[src/design/mbcc_pkg.sv]
// ----------------------------------------------------------------------------
// mbcc_pkg
// Shared types and constants of the multi-button click classifier.
// ----------------------------------------------------------------------------
package mbcc_pkg;

  // Register indexes (byte address = 8 * index)
  localparam logic [2:0] REG_BUTTON_COUNT = 3'd0;
  localparam logic [2:0] REG_PIN_MAP      = 3'd1;
  localparam logic [2:0] REG_ACTIVE_LEVEL = 3'd2;
  localparam logic [2:0] REG_PAUSED       = 3'd3;
  localparam logic [2:0] REG_CLICK_TIME   = 3'd4;
  localparam logic [2:0] REG_DBLCLICK     = 3'd5;
  localparam logic [2:0] REG_LONGCLICK    = 3'd6;

  // Reset values of the timing registers
  localparam logic [15:0] CLICK_TIME_RST     = 16'd50;
  localparam logic [15:0] DBLCLICK_TIME_RST  = 16'd300;
  localparam logic [15:0] LONGCLICK_TIME_RST = 16'd1000;

  // Duration saturation value
  localparam logic [15:0] DUR_MAX = 16'hFFFF;

  // Event codes of a result word
  typedef enum logic [2:0] {
    EV_PRESSED   = 3'd0,
    EV_RELEASED  = 3'd1,
    EV_CLICK     = 3'd2,
    EV_DBLCLICK  = 3'd3,
    EV_LONGCLICK = 3'd4
  } ev_code_e;

  // One stored button entry
  typedef struct packed {
    logic        held;
    logic        armed;
    logic [15:0] dur;
  } btn_entry_t;

endpackage

[src/design/multi_button_click_classifier_core.sv]
// ----------------------------------------------------------------------------
// multi_button_click_classifier_core
// Classifies press, release, click, double click and long click per button
// from a stream of pin-change words. Button state lives in a small RAM.
// ----------------------------------------------------------------------------
//  Channel   Direction  Handshake                Payload
//  s_axis    in         tvalid / tready          tdata: elapsed_ms, pin_levels
//  m_axis    out        tvalid / tready, tlast   tdata: button_index, event_code
//  apb       in         psel, penable, pready=1  pwdata / prdata 64 bit
//
//  An input word is accepted in the idle state, then the buttons in use are
//  swept in order (the RAM read of the next button overlaps the update of
//  the current one), and a flush state sends the final result; a word
//  with no buttons in use is only accepted.
//  A result waiting in the output register stalls the sweep while it
//  waits when a second result must be pushed behind it, and holds the
//  flush state until the output register frees up.
//  Reset clears the per-button valid bits; the RAM itself is not swept.
// ----------------------------------------------------------------------------
module multi_button_click_classifier_core
  import mbcc_pkg::*;
#(
  parameter int MAX_BUTTONS = 16
) (
  input  logic        clk_i,
  input  logic        rst_ni,
  // Input words
  input  logic        s_axis_tvalid,
  output logic        s_axis_tready,
  input  logic [31:0] s_axis_tdata,   // [15:0] elapsed_ms, [31:16] pin_levels
  // Result words
  output logic        m_axis_tvalid,
  input  logic        m_axis_tready,
  output logic [7:0]  m_axis_tdata,   // [3:0] button_index, [6:4] event_code
  output logic        m_axis_tlast,   // last
  // Configuration
  input  logic        psel,
  input  logic        penable,
  input  logic        pwrite,
  input  logic [5:0]  paddr,
  input  logic [63:0] pwdata,
  output logic [63:0] prdata,
  output logic        pready
);

  localparam int IW = (MAX_BUTTONS > 1) ? $clog2(MAX_BUTTONS) : 1;
  localparam logic [4:0] NMAX = 5'(MAX_BUTTONS);

  localparam logic [1:0] ST_IDLE  = 2'd0;
  localparam logic [1:0] ST_RUN   = 2'd1;
  localparam logic [1:0] ST_FLUSH = 2'd2;

  // Configuration registers
  logic [4:0]  button_count_q;
  logic [63:0] pin_map_q;
  logic [15:0] active_level_q;
  logic [15:0] paused_q;
  logic [15:0] click_time_q;
  logic [15:0] dblclick_time_q;
  logic [15:0] longclick_time_q;
  logic [MAX_BUTTONS-1:0] valid_q, valid_d;

  logic        cfg_we;
  logic [2:0]  cfg_idx;
  logic [4:0]  n_eff;
  logic [4:0]  n_new;

  // Sequencer
  logic [1:0]    state_q, state_d;
  logic [IW-1:0] k_q, k_d;
  logic [15:0]   elapsed_q;
  logic [15:0]   levels_q;

  // Pending and output results
  logic           pend_valid_q, pend_valid_d;
  logic [3:0]     pend_idx_q, pend_idx_d;
  ev_code_e       pend_code_q, pend_code_d;
  logic           m_valid_q, m_valid_d;
  logic [3:0]     m_idx_q, m_idx_d;
  ev_code_e       m_code_q, m_code_d;
  logic           m_last_q, m_last_d;

  // RAM ports
  logic          ram_we, ram_re;
  logic [IW-1:0] ram_raddr;
  btn_entry_t    ram_wdata, ram_rdata;

  // Per-button update
  logic [3:0]  k4;
  logic [3:0]  pin;
  logic        vld, held, armed, pressed_lvl, paused;
  logic [15:0] dur, dur_adv;
  logic [16:0] dur_sum;
  logic        ev_valid;
  ev_code_e    ev_code;
  btn_entry_t  upd;
  logic        out_free, stall, last_btn;

  assign pready  = 1'b1;
  assign cfg_we  = psel & penable & pwrite;
  assign cfg_idx = paddr[5:3];
  assign n_eff   = (button_count_q > NMAX) ? NMAX : button_count_q;
  assign n_new   = (pwdata[4:0] > NMAX) ? NMAX : pwdata[4:0];

  // Register writes
  always_ff @(posedge clk_i or negedge rst_ni) begin
    if (!rst_ni) begin
      button_count_q   <= '0;
      pin_map_q        <= '0;
      active_level_q   <= '0;
      paused_q         <= '0;
      click_time_q     <= CLICK_TIME_RST;
      dblclick_time_q  <= DBLCLICK_TIME_RST;
      longclick_time_q <= LONGCLICK_TIME_RST;
    end else if (cfg_we) begin
      case (cfg_idx)
        REG_BUTTON_COUNT: button_count_q   <= pwdata[4:0];
        REG_PIN_MAP:      pin_map_q        <= pwdata;
        REG_ACTIVE_LEVEL: active_level_q   <= pwdata[15:0];
        REG_PAUSED:       paused_q         <= pwdata[15:0];
        REG_CLICK_TIME:   click_time_q     <= pwdata[15:0];
        REG_DBLCLICK:     dblclick_time_q  <= pwdata[15:0];
        REG_LONGCLICK:    longclick_time_q <= pwdata[15:0];
        default: ;
      endcase
    end
  end

  // Register reads
  always_comb begin
    unique case (cfg_idx)
      REG_BUTTON_COUNT: prdata = {59'd0, button_count_q};
      REG_PIN_MAP:      prdata = pin_map_q;
      REG_ACTIVE_LEVEL: prdata = {48'd0, active_level_q};
      REG_PAUSED:       prdata = {48'd0, paused_q};
      REG_CLICK_TIME:   prdata = {48'd0, click_time_q};
      REG_DBLCLICK:     prdata = {48'd0, dblclick_time_q};
      REG_LONGCLICK:    prdata = {48'd0, longclick_time_q};
      default:          prdata = '0;
    endcase
  end

  // Decode the current button from the RAM word
  assign k4          = 4'(k_q);
  assign pin         = pin_map_q[{k4, 2'b00} +: 4];
  assign vld         = valid_q[k_q];
  assign held        = vld & ram_rdata.held;
  assign armed       = vld & ram_rdata.armed;
  assign dur         = vld ? ram_rdata.dur : 16'd0;
  assign paused      = paused_q[k4];
  assign pressed_lvl = (levels_q[pin] == active_level_q[k4]);
  assign dur_sum     = {1'b0, dur} + {1'b0, elapsed_q};
  assign dur_adv     = (dur == 16'd0) ? 16'd0 :
                       (dur_sum >= {1'b0, DUR_MAX}) ? DUR_MAX : dur_sum[15:0];

  // Classify press, release and the click kinds; a paused button gives no event
  always_comb begin
    upd      = '{held: held, armed: armed, dur: dur_adv};
    ev_valid = 1'b0;
    ev_code  = EV_PRESSED;
    if (pressed_lvl && !held) begin
      upd.armed = (dur_adv != 16'd0) && (dur_adv <= dblclick_time_q);
      upd.held  = 1'b1;
      upd.dur   = 16'd1;
      ev_valid  = 1'b1;
      ev_code   = EV_PRESSED;
    end else if (!pressed_lvl && held) begin
      ev_valid = 1'b1;
      if (dur_adv >= longclick_time_q) begin
        ev_code = EV_LONGCLICK;
      end else if (dur_adv >= click_time_q) begin
        ev_code = armed ? EV_DBLCLICK : EV_CLICK;
      end else begin
        ev_code = EV_RELEASED;
      end
      upd.held = 1'b0;
      upd.dur  = ((dur_adv >= click_time_q) && (dur_adv < longclick_time_q)) ?
                 16'd1 : 16'd0;
    end
    if (paused) begin
      ev_valid = 1'b0;
    end
  end

  assign out_free = !m_valid_q || m_axis_tready;
  assign stall    = ev_valid && pend_valid_q && !out_free;
  assign last_btn = ((5'(k_q) + 5'd1) == n_eff);

  // Sequencer, result queue and valid bits
  always_comb begin
    state_d      = state_q;
    k_d          = k_q;
    pend_valid_d = pend_valid_q;
    pend_idx_d   = pend_idx_q;
    pend_code_d  = pend_code_q;
    m_valid_d    = m_valid_q;
    m_idx_d      = m_idx_q;
    m_code_d     = m_code_q;
    m_last_d     = m_last_q;
    valid_d      = valid_q;
    ram_we       = 1'b0;
    ram_re       = 1'b0;
    ram_raddr    = '0;
    ram_wdata    = upd;

    // drop a taken result
    if (m_valid_q && m_axis_tready) begin
      m_valid_d = 1'b0;
    end

    unique case (state_q)
      ST_IDLE: begin
        if (s_axis_tvalid) begin
          k_d = '0;
          if (n_eff == 5'd0) begin
            state_d = ST_IDLE;
          end else begin
            ram_re  = 1'b1;
            state_d = ST_RUN;
          end
        end
      end
      ST_RUN: begin
        if (!stall) begin
          if (!paused) begin
            ram_we      = 1'b1;
            valid_d[k_q] = 1'b1;
          end
          if (ev_valid) begin
            // move the older result into the output register
            if (pend_valid_q) begin
              m_valid_d = 1'b1;
              m_idx_d   = pend_idx_q;
              m_code_d  = pend_code_q;
              m_last_d  = 1'b0;
            end
            pend_valid_d = 1'b1;
            pend_idx_d   = k4;
            pend_code_d  = ev_code;
          end
          if (last_btn) begin
            state_d = ST_FLUSH;
          end else begin
            k_d       = k_q + IW'(1);
            ram_re    = 1'b1;
            ram_raddr = k_q + IW'(1);
          end
        end
      end
      ST_FLUSH: begin
        if (!pend_valid_q) begin
          state_d = ST_IDLE;
        end else if (out_free) begin
          m_valid_d    = 1'b1;
          m_idx_d      = pend_idx_q;
          m_code_d     = pend_code_q;
          m_last_d     = 1'b1;
          pend_valid_d = 1'b0;
          state_d      = ST_IDLE;
        end
      end
      default: state_d = ST_IDLE;
    endcase

    // clear buttons dropped from use or resumed from pause
    if (cfg_we && (cfg_idx == REG_BUTTON_COUNT)) begin
      for (int j = 0; j < MAX_BUTTONS; j++) begin
        if (5'(j) >= n_new) begin
          valid_d[j] = 1'b0;
        end
      end
    end
    if (cfg_we && (cfg_idx == REG_PAUSED)) begin
      for (int j = 0; j < MAX_BUTTONS; j++) begin
        if (paused_q[j] && !pwdata[j]) begin
          valid_d[j] = 1'b0;
        end
      end
    end
  end

  // Control state
  always_ff @(posedge clk_i or negedge rst_ni) begin
    if (!rst_ni) begin
      state_q      <= ST_IDLE;
      k_q          <= '0;
      pend_valid_q <= 1'b0;
      m_valid_q    <= 1'b0;
      valid_q      <= '0;
    end else begin
      state_q      <= state_d;
      k_q          <= k_d;
      pend_valid_q <= pend_valid_d;
      m_valid_q    <= m_valid_d;
      valid_q      <= valid_d;
    end
  end

  // Payload registers
  always_ff @(posedge clk_i) begin
    if (s_axis_tvalid && s_axis_tready) begin
      elapsed_q <= s_axis_tdata[15:0];
      levels_q  <= s_axis_tdata[31:16];
    end
    pend_idx_q  <= pend_idx_d;
    pend_code_q <= pend_code_d;
    m_idx_q     <= m_idx_d;
    m_code_q    <= m_code_d;
    m_last_q    <= m_last_d;
  end

  // Button state store
  mbcc_ram #(
    .WIDTH($bits(btn_entry_t)),
    .DEPTH(MAX_BUTTONS)
  ) u_state_ram (
    .clk_i  (clk_i),
    .we_i   (ram_we),
    .waddr_i(k_q),
    .wdata_i(ram_wdata),
    .re_i   (ram_re),
    .raddr_i(ram_raddr),
    .rdata_o(ram_rdata)
  );

  assign s_axis_tready = (state_q == ST_IDLE);
  assign m_axis_tvalid = m_valid_q;
  assign m_axis_tdata  = {1'b0, m_code_q, m_idx_q};
  assign m_axis_tlast  = m_last_q;

`ifndef SYNTHESIS
  // No result is left pending once the block takes a new word
  assert property (@(posedge clk_i) disable iff (!rst_ni)
    (state_q == ST_IDLE) |-> !pend_valid_q)
    else $error("pending result left over in idle");

  // The store is written only during the sweep
  assert property (@(posedge clk_i) disable iff (!rst_ni)
    ram_we |-> (state_q == ST_RUN))
    else $error("state store written outside the sweep");

  // The sweep never visits a button beyond the count in use
  assert property (@(posedge clk_i) disable iff (!rst_ni)
    (state_q == ST_RUN) |-> (5'(k_q) < n_eff))
    else $error("sweep index beyond buttons in use");

  // A flush always ends the word within the cycle the output frees up
  assert property (@(posedge clk_i) disable iff (!rst_ni)
    ((state_q == ST_FLUSH) && out_free) |=> (state_q == ST_IDLE))
    else $error("flush did not complete");
`endif

endmodule

[src/design/mbcc_ram.sv]
// ----------------------------------------------------------------------------
// mbcc_ram
// Generic single-write, single-read RAM with a registered read port.
// ----------------------------------------------------------------------------
module mbcc_ram #(
  parameter int WIDTH = 18,
  parameter int DEPTH = 16
) (
  input  logic                                  clk_i,
  input  logic                                  we_i,
  input  logic [((DEPTH > 1) ? $clog2(DEPTH) : 1)-1:0] waddr_i,
  input  logic [WIDTH-1:0]                      wdata_i,
  input  logic                                  re_i,
  input  logic [((DEPTH > 1) ? $clog2(DEPTH) : 1)-1:0] raddr_i,
  output logic [WIDTH-1:0]                      rdata_o
);

  logic [WIDTH-1:0] mem_q [DEPTH];
  logic [WIDTH-1:0] rdata_q;

  // Write port
  always_ff @(posedge clk_i) begin
    if (we_i) begin
      mem_q[waddr_i] <= wdata_i;
    end
  end

  // Registered read, held while the read is not enabled
  always_ff @(posedge clk_i) begin
    if (re_i) begin
      rdata_q <= mem_q[raddr_i];
    end
  end

  assign rdata_o = rdata_q;

endmodule

[config.mk]
export PLATFORM = sky130hd
export DESIGN_NAME = multi_button_click_classifier_core
export DESIGN_NICKNAME = d
export VERILOG_FILES = /design/src/design/mbcc_pkg.sv /design/src/design/multi_button_click_classifier_core.sv /design/src/design/mbcc_ram.sv
export SDC_FILE = /design/constraint.sdc
export NUM_CORES = 1
export LEC_CHECK = 0
export ABC_AREA = 1
export BUFFER_PORTS_ARGS = -buffer_cell sky130_fd_sc_hd__buf_2
export CAP_MARGIN = 10
export CORE_UTILIZATION = 61
export CTS_BUF_LIST = sky130_fd_sc_hd__clkbuf_2 sky130_fd_sc_hd__clkbuf_4 sky130_fd_sc_hd__clkbuf_8
export CTS_CLUSTER_SIZE = 40
export DETAILED_ROUTE_END_ITERATION = 7
export PLACE_DENSITY = 0.77
export SLEW_MARGIN = 5
export SYNTH_ARGS = -nofsm -noshare
export SYNTH_HDL_FRONTEND = slang
export SYNTH_HIERARCHICAL = 1
export SYNTH_SLANG_ARGS = --single-unit
[constraint.sdc]
create_clock -name clk_i -period 7.3 [get_ports clk_i]
set_input_delay 0.365 -clock clk_i [delete_from_list [all_inputs] [get_ports clk_i]]
set_output_delay 0.365 -clock clk_i [all_outputs]
set_load 0.05 [all_outputs]
==> metrics.csv <==
stage;metric;value;unit
run_status;status;completed;
timing;Max Slew Vio Count;0;
routing;post-route ant nets;0;
clocking;postcts setup bufs;0;
clocking;Clock Path Buffers;3;
die;FP Rows;75;
worst_setup_path;FF-to-FF path depth;25;
logic_synthesis;Mapped Area;26400;µm²
clocking;clock-pin slew on the worst setup and hold paths;0.06;ns
worst_setup_path;Worst Setup EP;u_state_ram/rdata_o[6];
worst_setup_path;required time worst endpoint;7.70;ns
logic_synthesis;Netlist cell types;67;
finish;area of the multi-input gates;8940;µm²
die;Die X-Extent;210;µm
logic_synthesis;largest family of logic cells by synthesized area;simple AND/OR/NAND/NOR gates;
hold_path;HP Class;primary input to flip-flop;
worst_setup_path;R2R Path Start;k4[0];
timing;fin crit share;87.1;%
worst_setup_path;stages on the worst setup path;25;
clocking;clock tree sinks;526;
timing;FMAX;157;MHz
timing;Fin Clk Skew;0.0350;ns
logic_synthesis;Seq/Total Area, Yosys;56.6;%
worst_setup_path;crit path DAT;6.76;ns
worst_setup_path;Setup CP Type;flip-flop to flip-flop;
routing;via count;22113;
clocking;post-CTS sizing;0;
clocking;clock latency on the worst-skew pair;0.67;ns
logic_synthesis;Simple-Gate Fraction of Synth Area;20.8;%
finish;commonest non-fill, non-tap cell in the layout;nand2_1;
logic_synthesis;Avg Cell Area, Syn;8.93;µm²
worst_setup_path;worst-path fanout max;55;
routing;DRT Wirelength;76.9;mm
worst_setup_path;crit path from;k4[0];
clocking;Num CTS Buffers;87;
finish;Fillers;3094;
routing;vias per cell;5.69;
logic_synthesis;Synth Flop Type;edfxtp_1;
worst_setup_path;Top Family by Delay on Critical Path;simple AND/OR/NAND/NOR gates;
worst_setup_path;cell mode on critical path;nand2_1;
clocking;hold buffers post-CTS;86;
die;core area;42300;µm²
finish;Area growth, synth to finish;15.8;%
timing;final hold viol count;0;
finish;most frequent cells in the layout;nand2_1 (715), inv_1 (492), edfxtp_1 (353), nand3_1 (275), nor2_1 (215);
logic_synthesis;Synth Area in XOR/XNOR;0.322;%
logic_synthesis;Post-Synth Adder-Cell Area;3.44;%
die;# IOs;185;
logic_synthesis;Synth Area in Compound Gates;9.02;%
power_and_ir_drop;pwr/cell area;493;nW/µm²
logic_synthesis;mux cell area share after synthesis;0;%
worst_setup_path;Reg-to-Reg End;u_state_ram/rdata_o[6];
routing;drt pass-1 iters;8;
worst_setup_path;Worst setup EP type;flip-flop;
routing;Residual DRC;0;
finish;layout cell share with drive strength beyond 1;14.1;%
worst_setup_path;Buffers & Inverters on Critical Path;5;
logic_synthesis;Yosys warning count;6;
grt;first-pass GRT wire length;118;mm
timing;RSZ-0062 raised after global routing;no;
logic_synthesis;syn_nets;3137;
timing;post-route minimum period;6.36;ns
timing;Slew @ Worst Pin;1.15;ns
logic_synthesis;flops & latches, synth;526;
grt;vias in the first global route;21663;
grt;pin count of the biggest net entering global routing;145;
grt;Total GRT Usage;35.4;%
power_and_ir_drop;Worst IR Drop VDD;0.715;mV
worst_setup_path;Worst R2R Setup Slack;0.94;ns
power_and_ir_drop;static leakage power;14.3;nW
placed_design;global placement routability congestion;0.973;
worst_setup_path;crit-path max cell delay;0.83;ns
die;initial core utilization;62.4;%
placed_design;HPWL Detailed;49.3;mm
clocking;H-tree depth;3;
worst_setup_path;crit start category;flip-flop;
grt;grt total ovfl;0;
clocking;CTS root buf;clkbuf_8;
timing;setup violators final;0;
finish;ant diodes;0;
worst_setup_path;Slowest-stage cell, CP;dfrtp_2;
finish;Final nets;3416;
timing;setup_tns;0;ns
timing;Slew headroom;23.1;%
clocking;CTS tree;done;
job;max-cap check violation count;0;
placed_design;port bufs;179;
logic_synthesis;Post-synth EDFFs;353;
routing;WL/cell;19.8;µm
grt;initial antenna violation count;0;
finish;FF/Latch Area;14900;µm²
die;Die ar.;44100;µm²
die;chip height;210;µm
logic_synthesis;post-synthesis cell count;2956;
power_and_ir_drop;Tot Pwr;15.1;mW
logic_synthesis;Post-synth ARST share;32.9;%
routing;drt initial violations;2449;
power by group:
part	switching [mW]	total [mW]	internal (mW)
Combinational	5.06	6.98	1.92
Sequential	0.268	5.34	5.08
Clock	1.22	2.74	1.53
Total	6.54	15.1	8.52
metrics by stage:
step | util (%) | std cells | worst slack, ns | cell area, µm² | hold WS, ns
after floorplan | - | 2956 | 2.25 | 26400 | 0.0694
after global placement | 65.8 | 3637 | 1.25 | 27900 | 0.404
after detailed placement | 65.8 | 3637 | 1.14 | 27900 | 0.406
after CTS | 72.3 | 3885 | 1.04 | 30600 | 0.00458
after global routing | 72.3 | 3885 | 0.527 | 30600 | 0.0427
final | 72.3 | 3885 | 0.939 | 30600 | 0.0456
routing by layer:
metal | share of wire, % | vias to the layer above | GRT usage [%]
li1 | - | 10217 | -
met1 | 39 | 10340 | 46.1
met2 | 47 | 1290 | 57.5
met3 | 9.3 | 266 | 5.39
met4 | 5.1 | 0 | 19.0
met5 | 0 | - | 0
worst min-delay path by stage:
stage                   start                    to  slack [ns]  cells after the start
2_1_floorplan          rst_ni     active_level_q[0]        0.07                      0
3_3_place_gp    pend_idx_q[0]            m_idx_q[0]        0.40                      0
3_5_place_dp   pend_code_q[0]           m_code_q[0]        0.41                      0
4_1_cts            pwdata[11]  longclick_time_q[11]       0.005                      3
5_1_grt            pwdata[11]  longclick_time_q[11]        0.04                      3
6_report           pwdata[11]  longclick_time_q[11]        0.05                      3
synth_stat cells (3+ instances only):
| cell | number | area [µm²] |
|---|---|---|
| ha_1 | 71 | 888 |
| buf_1 | 6 | 22.5 |
| buf_2 | 43 | 215 |
| edfxtp_1 | 353 | 10600 |
| dfstp_2 | 13 | 342 |
| o221ai_1 | 6 | 52.6 |
| nand2_1 | 716 | 2690 |
| inv_1 | 492 | 1850 |
| buf_6 | 16 | 180 |
| o21bai_1 | 6 | 45.0 |
| buf_4 | 6 | 45.0 |
| o211ai_1 | 13 | 97.6 |
| a21oi_1 | 126 | 631 |
| o2111ai_1 | 6 | 52.6 |
| nand3b_1 | 7 | 52.6 |
| a31oi_1 | 10 | 62.6 |
| a211oi_1 | 4 | 30.0 |
| clkinv_1 | 4 | 15.0 |
| or2_2 | 3 | 18.8 |
| nand4_1 | 16 | 100 |
| a22oi_1 | 3 | 22.5 |
| o21ai_1 | 8 | 40.0 |
| a221oi_1 | 19 | 166 |
| nor2_4 | 3 | 33.8 |
| xor2_1 | 4 | 35.0 |
| dfrtp_1 | 160 | 4000 |
| inv_2 | 9 | 33.8 |
| o31ai_1 | 5 | 37.5 |
| nor2_1 | 235 | 882 |
| o22ai_1 | 14 | 87.6 |
| nor4_1 | 3 | 18.8 |
| nand3_1 | 275 | 1380 |
| nand2_2 | 9 | 56.3 |
| nor2_2 | 7 | 43.8 |
| nor3_2 | 3 | 30.0 |
| clkbuf_1 | 57 | 214 |
| o21ai_0 | 171 | 856 |
| nor3_1 | 15 | 75.1 |
registers in the layout, indices dropped and copies added (netlist names):
register             flops
m_axis_tlast             1
longclick_time_q        16
k4                       4
m_idx_q                  4
elapsed_q               16
dblclick_time_q         16
button_count_q           5
u_state_ram/mem_q      288
m_code_q                 3
valid_q                 16
u_state_ram/rdata_o     18
m_axis_tvalid            1
pend_code_q              3
levels_q                16
pin_map_q               64
pend_valid_q             1
pend_idx_q               4
click_time_q            16
active_level_q          16
state_q                  2
paused_q                16
tightest hold or removal path: cells and delay by family:
| family | cells | cell delay (ns) |
|---|---|---|
| compound gates | 1 | 0.06 |
| buf+inv | 1 | 0.16 |
| simple gates | 1 | 0.06 |
cell type report:
class,count,area share (%)
flip-flops and latches,526,48.9
multi-input cells,1794,29.2
repair buffers,319,7.21
inverters,507,6.24
clock buffers,121,4.91
well taps,577,2.36
clock inverters,41,1.16
kinds of logic after synthesis:
group | Yosys count
AOI/OAI and AO/OA | 410
xor gates and xnor gates | 8
adders and majority gates | 72
buffers and inverters | 636
DFF | 526
other | 2
and+or+nand+nor | 1302
Power figures use the tool's default switching activity.
